[src/rtl/core/tepq_pkg.sv]
package tepq_pkg;

	localparam logic [1:0] ACT_INSERT = 2'd0;
	localparam logic [1:0] ACT_POP    = 2'd1;
	localparam logic [1:0] ACT_CANCEL = 2'd2;

	localparam logic [1:0] ST_OK      = 2'd0;
	localparam logic [1:0] ST_FULL    = 2'd1;
	localparam logic [1:0] ST_EMPTY   = 2'd2;
	localparam logic [1:0] ST_NOMATCH = 2'd3;

	typedef struct packed {
		logic [31:0] etime;
		logic [7:0]  etype;
		logic [15:0] eid;
	} entry_t;

	typedef struct packed {
		logic [1:0] op;
		logic       commit;
		entry_t     ent;
	} cell_cmd_t;

endpackage

[src/rtl/core/tepq_cell.sv]
module tepq_cell (
	input  logic                 clk,
	input  tepq_pkg::cell_cmd_t  cmd,
	input  logic                 live,
	input  logic                 flag_in,
	input  tepq_pkg::entry_t     left_entry,
	input  tepq_pkg::entry_t     right_entry,
	output logic                 flag_out,
	output logic                 hit,
	output tepq_pkg::entry_t     entry
);

	tepq_pkg::entry_t entry_q;
	logic le;
	logic match;

	assign le    = live && (entry_q.etime <= cmd.ent.etime);
	assign match = live && (entry_q.etype == cmd.ent.etype);
	assign hit   = match && !flag_in;
	assign entry = entry_q;

	// insert: flag is "this slot stays"; cancel: first match at or before here; pop: all shift
	always_comb begin
		case (cmd.op)
			tepq_pkg::ACT_INSERT: flag_out = le;
			tepq_pkg::ACT_POP:    flag_out = 1'b1;
			tepq_pkg::ACT_CANCEL: flag_out = flag_in || match;
			default:              flag_out = 1'b0;
		endcase
	end

	always_ff @(posedge clk) begin
		if (cmd.commit) begin
			case (cmd.op)
				tepq_pkg::ACT_INSERT: begin
					if (!le) begin
						entry_q <= flag_in ? cmd.ent : left_entry;
					end
				end
				tepq_pkg::ACT_POP: begin
					entry_q <= right_entry;
				end
				tepq_pkg::ACT_CANCEL: begin
					if (flag_in || match) begin
						entry_q <= right_entry;
					end
				end
				default: begin
					entry_q <= entry_q;
				end
			endcase
		end
	end

endmodule

[src/rtl/core/timed_event_priority_queue.sv]
// Sorted event queue of QUEUE_DEPTH entries held in a row of cells, index 0 earliest.
// Command channel: start with action, event_time, event_type, event_id; a beat is
// taken at a rising edge with start high and busy low.
// Actions: insert (placed after all entries of earlier or equal time), pop
// (earliest entry out, sim_time set to its time), cancel (first entry of
// event_type out).
// Result channel: done is high for exactly one cycle with status, out_time,
// out_type, out_id, occupancy and sim_time; the receiver cannot hold it off.
// The accepting edge enters EXEC; the result is registered as EXEC ends.
// A command is taken only in IDLE; busy is high for the one cycle in which
// every cell compares against the command and loads from a neighbor in parallel.
// Full, empty and no-match cases leave the queue unchanged and are flagged in status.
// occupancy reports the entry count in 5 bits.
// Reset (arst_n low) empties the queue and clears sim_time; no clearing pass.
module timed_event_priority_queue #(
	parameter int QUEUE_DEPTH = 16
) (
	input  logic        clk,
	input  logic        arst_n,
	input  logic        start,
	output logic        busy,
	input  logic [1:0]  action,
	input  logic [31:0] event_time,
	input  logic [7:0]  event_type,
	input  logic [15:0] event_id,
	output logic        done,
	output logic [1:0]  status,
	output logic [31:0] out_time,
	output logic [7:0]  out_type,
	output logic [15:0] out_id,
	output logic [4:0]  occupancy,
	output logic [31:0] sim_time
);

	localparam int CW = $clog2(QUEUE_DEPTH + 1);
	localparam logic [CW-1:0] FULL_COUNT = CW'(QUEUE_DEPTH);

	typedef enum logic {IDLE, EXEC} state_t;

	state_t              state_q;
	logic [1:0]          op_q;
	tepq_pkg::entry_t    ent_q;
	logic [CW-1:0]       count_q;
	logic [31:0]         clock_q;
	logic                done_q;
	logic [1:0]          status_q;
	tepq_pkg::entry_t    out_q;

	tepq_pkg::cell_cmd_t cmd;
	tepq_pkg::entry_t    cell_entry [QUEUE_DEPTH];
	logic [QUEUE_DEPTH:0]   flag;
	logic [QUEUE_DEPTH-1:0] hit;
	tepq_pkg::entry_t    hit_entry;
	logic [1:0]          st;
	logic                exec;

	assign exec = (state_q == EXEC);

	always_comb begin
		st = tepq_pkg::ST_OK;
		case (op_q)
			tepq_pkg::ACT_INSERT: begin
				if (count_q == FULL_COUNT) st = tepq_pkg::ST_FULL;
			end
			tepq_pkg::ACT_POP: begin
				if (count_q == '0) st = tepq_pkg::ST_EMPTY;
			end
			tepq_pkg::ACT_CANCEL: begin
				if (count_q == '0) st = tepq_pkg::ST_EMPTY;
				else if (!flag[QUEUE_DEPTH]) st = tepq_pkg::ST_NOMATCH;
			end
			default: st = tepq_pkg::ST_OK;
		endcase
	end

	assign cmd.op     = op_q;
	assign cmd.ent    = ent_q;
	assign cmd.commit = exec && (st == tepq_pkg::ST_OK);
	assign flag[0]    = (op_q != tepq_pkg::ACT_CANCEL);

	genvar g;
	generate
		for (g = 0; g < QUEUE_DEPTH; g++) begin : g_cell
			tepq_cell u_cell (
				.clk        (clk),
				.cmd        (cmd),
				.live       (CW'(g) < count_q),
				.flag_in    (flag[g]),
				.left_entry (cell_entry[(g == 0) ? 0 : g - 1]),
				.right_entry(cell_entry[(g == QUEUE_DEPTH - 1) ? g : g + 1]),
				.flag_out   (flag[g + 1]),
				.hit        (hit[g]),
				.entry      (cell_entry[g])
			);
		end
	endgenerate

	always_comb begin
		hit_entry = '0;
		for (int i = 0; i < QUEUE_DEPTH; i++) begin
			if (hit[i]) hit_entry = hit_entry | cell_entry[i];
		end
	end

	always_ff @(posedge clk or negedge arst_n) begin
		if (!arst_n) begin
			state_q  <= IDLE;
			count_q  <= '0;
			clock_q  <= '0;
			done_q   <= 1'b0;
			status_q <= tepq_pkg::ST_OK;
			out_q    <= '0;
		end else begin
			case (state_q)
				IDLE: begin
					done_q <= 1'b0;
					if (start) begin
						state_q <= EXEC;
					end
				end
				EXEC: begin
					state_q  <= IDLE;
					done_q   <= 1'b1;
					status_q <= st;
					if (st == tepq_pkg::ST_OK) begin
						case (op_q)
							tepq_pkg::ACT_INSERT: begin
								count_q <= count_q + 1'b1;
								out_q   <= '0;
							end
							tepq_pkg::ACT_POP: begin
								count_q <= count_q - 1'b1;
								clock_q <= cell_entry[0].etime;
								out_q   <= cell_entry[0];
							end
							tepq_pkg::ACT_CANCEL: begin
								count_q <= count_q - 1'b1;
								out_q   <= hit_entry;
							end
							default: begin
								out_q <= '0;
							end
						endcase
					end else begin
						out_q <= '0;
					end
				end
				default: begin
					state_q <= IDLE;
					done_q  <= 1'b0;
				end
			endcase
		end
	end

	always_ff @(posedge clk) begin
		if (start && !exec) begin
			op_q        <= action;
			ent_q.etime <= event_time;
			ent_q.etype <= event_type;
			ent_q.eid   <= event_id;
		end
	end

	assign busy      = exec;
	assign done      = done_q;
	assign status    = status_q;
	assign out_time  = out_q.etime;
	assign out_type  = out_q.etype;
	assign out_id    = out_q.eid;
	assign occupancy = 5'(count_q);
	assign sim_time  = clock_q;

	a_done_after_exec: assert property (@(posedge clk) disable iff (!arst_n)
		done |-> $past(busy))
		else $error("result beat without a preceding execute cycle");

	a_count_bound: assert property (@(posedge clk) disable iff (!arst_n)
		count_q <= FULL_COUNT)
		else $error("entry count above queue depth");

	a_accept_exec: assert property (@(posedge clk) disable iff (!arst_n)
		start && !busy |=> busy)
		else $error("accepted beat not executed");

	a_empty_status: assert property (@(posedge clk) disable iff (!arst_n)
		done && status == tepq_pkg::ST_EMPTY |-> count_q == '0)
		else $error("empty status with entries held");

	a_full_status: assert property (@(posedge clk) disable iff (!arst_n)
		done && status == tepq_pkg::ST_FULL |-> count_q == FULL_COUNT)
		else $error("full status with free slots");

endmodule

[config.mk]
export PLATFORM = sky130hd
export DESIGN_NAME = timed_event_priority_queue
export DESIGN_NICKNAME = d
export VERILOG_FILES = /design/src/rtl/core/tepq_pkg.sv /design/src/rtl/core/tepq_cell.sv /design/src/rtl/core/timed_event_priority_queue.sv
export SDC_FILE = /design/constraint.sdc
export NUM_CORES = 2
export LEC_CHECK = 0
export ABC_CLOCK_PERIOD_IN_PS = 13500
export BUFFER_PORTS_ARGS = -buffer_cell sky130_fd_sc_hd__buf_2
export CORE_ASPECT_RATIO = 1.75
export CORE_MARGIN = 1
export CORE_UTILIZATION = 50
export DETAILED_ROUTE_END_ITERATION = 6
export GPL_TIMING_DRIVEN = 0
export PLACE_DENSITY = 0.66
export SETUP_SLACK_MARGIN = 0.3
export SLEW_MARGIN = 20
export SYNTH_ARGS = -nofsm -noshare
export SYNTH_HDL_FRONTEND = slang
export SYNTH_SLANG_ARGS = --single-unit
[constraint.sdc]
create_clock -name clk -period 13.5 [get_ports clk]
set_input_delay 2.7 -clock clk [delete_from_list [all_inputs] [get_ports clk]]
set_output_delay 2.7 -clock clk [all_outputs]
set_load 0.01 [all_outputs]
==> metrics, run 1 <==
pin count of the biggest net entering global routing slightly above 50; Initial Util 0.503; gr usage total 0.693; DIE WIDTH 288 um; H-tree levels 3; GPL Wtd Cong between 1 and 1.5; post-CTS resize count 0; number of synthesized flops with an enable pin 954; HPWL after DPL 340,000 um; Syn Inst Count 7,069; Inst Count DP 9,166; GR Overflow Total slightly below 500; clk buf depth 3; die height 502 um; Synth Cell Area 71,300 um2; Last stage global routing (5_1_grt); asr flop ratio synth 0.0923; cell row count 183; status stopped before the end; # IOs 158; area share of the largest cell type after synthesis 0.402; cts-stage hold buffer count 0; post-synthesis sequential area ratio 0.436; net count after synthesis approximately 7,600; tool error [ERROR GRT-0116] Global routing finished with congestion. Check the congestion regions in the DRC Viewer.; cts bufs inserted 108; unique cell type count in the Yosys netlist 98; Root Driver clkbuf_16; Post-CTS Setup Bufs 0; first-pass GRT wire length 700,000 um; vias in the first global route ~76,000; Post-synth top flop edfxtp_1; largest area contributor in the netlist edfxtp_1; clock sink count 1,051; Mapped Avg Cell Area between 10 and 15 um2; Cell Area, Placed between 70,000 and 80,000 um2; Synth warnings 0; Synth area leaders edfxtp_1, mux2i_1, ha_1, o21ai_0, nand2_1; port bufs about 160; register bit count reported by yosys 1,051
## synthesized netlist by cell type (31+ instances only)
| cell | instances |
|---|---|
| a211oi_1 | 59 |
| a21o_1 | 39 |
| a21oi_1 | 296 |
| a221o_1 | 98 |
| a221oi_1 | 61 |
| a222oi_1 | 52 |
| a22o_1 | 48 |
| a22oi_1 | 67 |
| a31oi_1 | 32 |
| and2_1 | 31 |
| and3_1 | 63 |
| and4_1 | 35 |
| buf_2 | 108 |
| buf_4 | 32 |
| clkbuf_1 | 362 |
| dfrtp_1 | 97 |
| edfxtp_1 | 954 |
| ha_1 | 519 |
| inv_1 | 98 |
| mux2_2 | 112 |
| mux2i_1 | 691 |
| nand2_1 | 1042 |
| nand3_1 | 162 |
| nand4_1 | 144 |
| nor2_1 | 207 |
| nor2b_1 | 59 |
| nor3_1 | 55 |
| o21ai_0 | 861 |
| o21ai_1 | 105 |
| xnor2_1 | 75 |
| xor2_1 | 58 |
## cells by family after synthesis
group	after synthesis	synth area share
adders and majority gates	519	0.0910
and+or+nand+nor	1915	0.124
buffers and inverters	636	0.0395
DFF	1051	0.436
AOI/OAI and AO/OA	2012	0.179
muxes	803	0.115
xor gates and xnor gates	133	0.0163
## per-stage QoR
stage	setup WS (ns)	TNS [ns]	hold WS [ns]
4_1_cts	5.50	0	0.502
3_5_place_dp	5.54	0	0.481
3_3_place_gp	-3.73	-527.72	0.469
2_1_floorplan	3.74	0	0.512
## per-layer routing
metal | overflow | GRT usage
met1 | 1 | 0.710
met2 | 253 | 0.901
met3 | 8 | 0.431
met4 | 218 | 0.746
met5 | 2 | 0.133
==> run 2: changes to the inputs <==
--- a/config.mk
+++ b/config.mk
@@ -7,13 +7,11 @@
 export LEC_CHECK = 0
 export ABC_CLOCK_PERIOD_IN_PS = 13500
 export BUFFER_PORTS_ARGS = -buffer_cell sky130_fd_sc_hd__buf_2
-export CORE_ASPECT_RATIO = 1.75
 export CORE_MARGIN = 1
-export CORE_UTILIZATION = 50
+export CORE_UTILIZATION = 35
 export DETAILED_ROUTE_END_ITERATION = 6
 export GPL_TIMING_DRIVEN = 0
-export PLACE_DENSITY = 0.66
-export SETUP_SLACK_MARGIN = 0.3
+export PLACE_DENSITY_LB_ADDON = 0.15
 export SLEW_MARGIN = 20
 export SYNTH_ARGS = -nofsm -noshare
 export SYNTH_HDL_FRONTEND = slang
==> run 2 against run 1 <==
  * The flow now finishes, with violations (design-rule violations)
  * Synthesized cell count did not move
  * Synthesized area did not move
==> metrics, run 2 <==
pin count of the biggest net entering global routing 65; Adder-Cell Fraction of Synth Area 0.0910 (unchanged); Max stage delay cell, worst path clkinv_1; largest area contributor in the netlist edfxtp_1 (unchanged); Final ANT Viol Nets 0; port bufs 157 (unchanged); minimum clock period approximately 9.7 ns; DIE WIDTH 453 um (was 288 um); compound-gate portion of the synthesized area 0.179 (unchanged); crit path capture type register; Inst Count DP 10,000 (was 9,166); Filler cells 20,100; simple-gate area share of the yosys netlist 0.124 (unchanged); Sw Ratio 0.382; post-CTS resize count 0 (unchanged); final hold vios 0; commonest non-fill, non-tap cell in the layout nand2_1; area share of the largest cell type after synthesis 0.402 (unchanged); mux share of post-synthesis cell area 0.115 (unchanged); period utilization 0.719; Slew @ Worst Pin 1.44 ns; clock share of power 0.321; net count after synthesis 7,649 (unchanged); routed via count 68,000; die area 206,000 um2; number of synthesized flops with an enable pin 954 (unchanged); RSZ-0062 raised after global routing no; xor/xnor share of the synthesized area 0.0163 (unchanged); most frequent cells in the layout nand2_1, edfxtp_1, o21ai_0; clock sink count 1,051 (unchanged); Syn Inst Count 7,069 (unchanged); Worst setup SP type register; Leak approximately 32 nW; crit path cell chain clkinv_1 -> ha_1 -> nand4_1 -> or2_2 -> nor4_2 -> nor3b_1 -> a211oi_1 -> a21oi_1 -> and3_1 -> nand4_1 -> nand2_1 -> clkbuf_1 -> a221o_1 -> o21ai_0 -> a2bb2oi_1; final setup fails 0; DRC Markers 47; combinational fraction of design power 0.275; Synth top cells by count nand2_1, edfxtp_1, o21ai_0 (unchanged); Initial Util 0.353 (was 0.503); Post-CTS Setup Bufs 0 (unchanged); max reg flops 896; unique cell type count in the Yosys netlist 98 (unchanged); Sequential Power Share 0.404; VDD IR-drop max 133 uV; internal power 7.26 mW; crit path buf inv count 2; CTS tree done; Cell Area, Placed 77,000 um2 (was 75,700 um2); Routed wire per std cell 43.3 um; final cell count without fillers 10,300; combinational family with the most area after synthesis compound AO/OA/AOI/OAI gates (unchanged); Max Clock Skew between 0.03 and 0.04 ns; cell row count 165 (was 183); cts-stage hold buffer count 0 (unchanged); clk buf depth 3 (unchanged); Rel. slew slack 0.0269; first-pass GRT wire length 580,000 um; via/cell ratio roughly 6.6; HP Start sim_time[0]; Synth warnings 0 (unchanged); Arr. time, crit path approximately 10 ns; H-tree levels 4 (was 3); Net Switching 4.48 mW; worst-skew pair later-pin latency 0.86 ns; pwr dens about 140 nW/um2; Reg2Reg Launch Point cmd[49]; area grow syn2layout 14.1%; delay-heaviest family, CP simple AND/OR/NAND/NOR gates; Mapped Avg Cell Area 10.1 um2 (unchanged); TNS Setup 0 ns; first drt pass iteration count 7; vias in the first global route 62,800; CTS clk-pin slew, worst paths 0.06 ns; Detailed Route Iter0 Violations 11,700; # IOs 158 (unchanged); gr usage total 0.421; core area 202,000 um2; register bit count reported by yosys 1,051 (unchanged); Worst Hold Class register to register; HPWL after DPL 368,000 um (was 340,000 um); critical path class register to register; Hold Slack 0.473 ns; FMAX 0.103 GHz; Synth area leaders edfxtp_1, mux2i_1, ha_1, o21ai_0, nand2_1 (unchanged); Final Max Tran Viols 0; origin of the worst setup path cmd[49]; Top cell by count, worst path nand4_1; GPL Wtd Cong 1.02 (was 1.14); Worst EP required 14.25 ns; layout net count 8,059; top-count cell post-synth nand2_1 (unchanged); Post-synth top flop edfxtp_1 (unchanged); Root Driver clkbuf_16 (unchanged); Worst Path Max Fanout 20; GR Overflow Total 0; die height 453 um (was 502 um); failing checks design-rule violations; Max stage delay on crit path 1.00 ns; post-route cell area 81,400 um2; Synth Cell Area 71,300 um2 (unchanged); final wirelength 445,000 um; asr flop ratio synth 0.0923 (unchanged); initial antenna violation count 34; post-synthesis sequential area ratio 0.436 (unchanged); max cap viols 0; status finished with violations (was stopped before the end); fraction of layout cells with a size suffix above 1 0.110; cts bufs inserted 139 (was 108)
run 2: tightest hold or removal path, delay by kind of cell, from the launching register on:
family,cells,cell delay (ns)
compound gates,1,0.06
flops,1,0.34
simple gates,1,0.04
run 2: cell families (layout without fill, tap and decap cells):
group	after synthesis	after routing
buffers and inverters	636	1148
AND/OR/NAND/NOR	1915	1915
adder cells (fa/ha/maj)	519	519
XOR/XNOR	133	133
other	0	11
flip-flops	1051	1051
multiplexers	803	803
AO/OA/AOI/OAI	2012	2012
run 2: cell type report:
class / count / area (um2) / share of cell area
multi-input combinational: 5382 / 37700 / 0.463
sequential: 1051 / 31100 / 0.382
clock buffer: 181 / 3820 / 0.0470
tap: 2672 / 3340 / 0.0411
buffer: 537 / 2480 / 0.0304
timing repair buffer: 269 / 2050 / 0.0252
clock inverter: 62 / 518 / 0.00637
inverter: 99 / 372 / 0.00457
antenna: 11 / 27.5 / 0.000338
run 2: per-stage QoR:
step,util,power [mW],setup slack (ns)
4_1_cts,0.402,11.6,4.90
2_1_floorplan,-,6.21,3.74
6_report,0.402,11.7,3.79
3_3_place_gp,0.373,7.80,-5.88
5_1_grt,0.402,12.0,4.34
3_5_place_dp,0.381,7.87,4.93
run 2: routing by layer:
layer	GRT usage	vias to the layer above	share of wire
met5	0.00536	-	0.00048
met4	0.188	12	0.051
met3	0.139	717	0.13
met2	0.578	4871	0.40
met1	0.592	34500	0.42
li1	-	27900	-
run 2: path summary, 6_finish.rpt:
kind / endpoint / slack, ns / cells after the start
worst max-delay path: out_id[10] / 3.79 / 15
worst min-delay path: sim_time[0] / 0.47 / 2
worst max register to register: out_id[10] / 3.79 / 15
worst min register to register: sim_time[0] / 0.47 / 2
max in group asynchronous: status[1] / 10.92 / 2
min in group asynchronous: out_time[13] / 1.76 / 1
run 2: power by group through the flow:
stage | logic (mW) | registers [mW] | clock network, mW
2_1_floorplan | 1.81 | 4.41 | 0
3_3_place_gp | 2.99 | 4.82 | 0
3_5_place_dp | 3.12 | 4.74 | 0
4_1_cts | 3.13 | 4.68 | 3.75
5_1_grt | 3.38 | 4.73 | 3.84
6_report | 3.23 | 4.75 | 3.76
(Power assumes the default switching activity.)
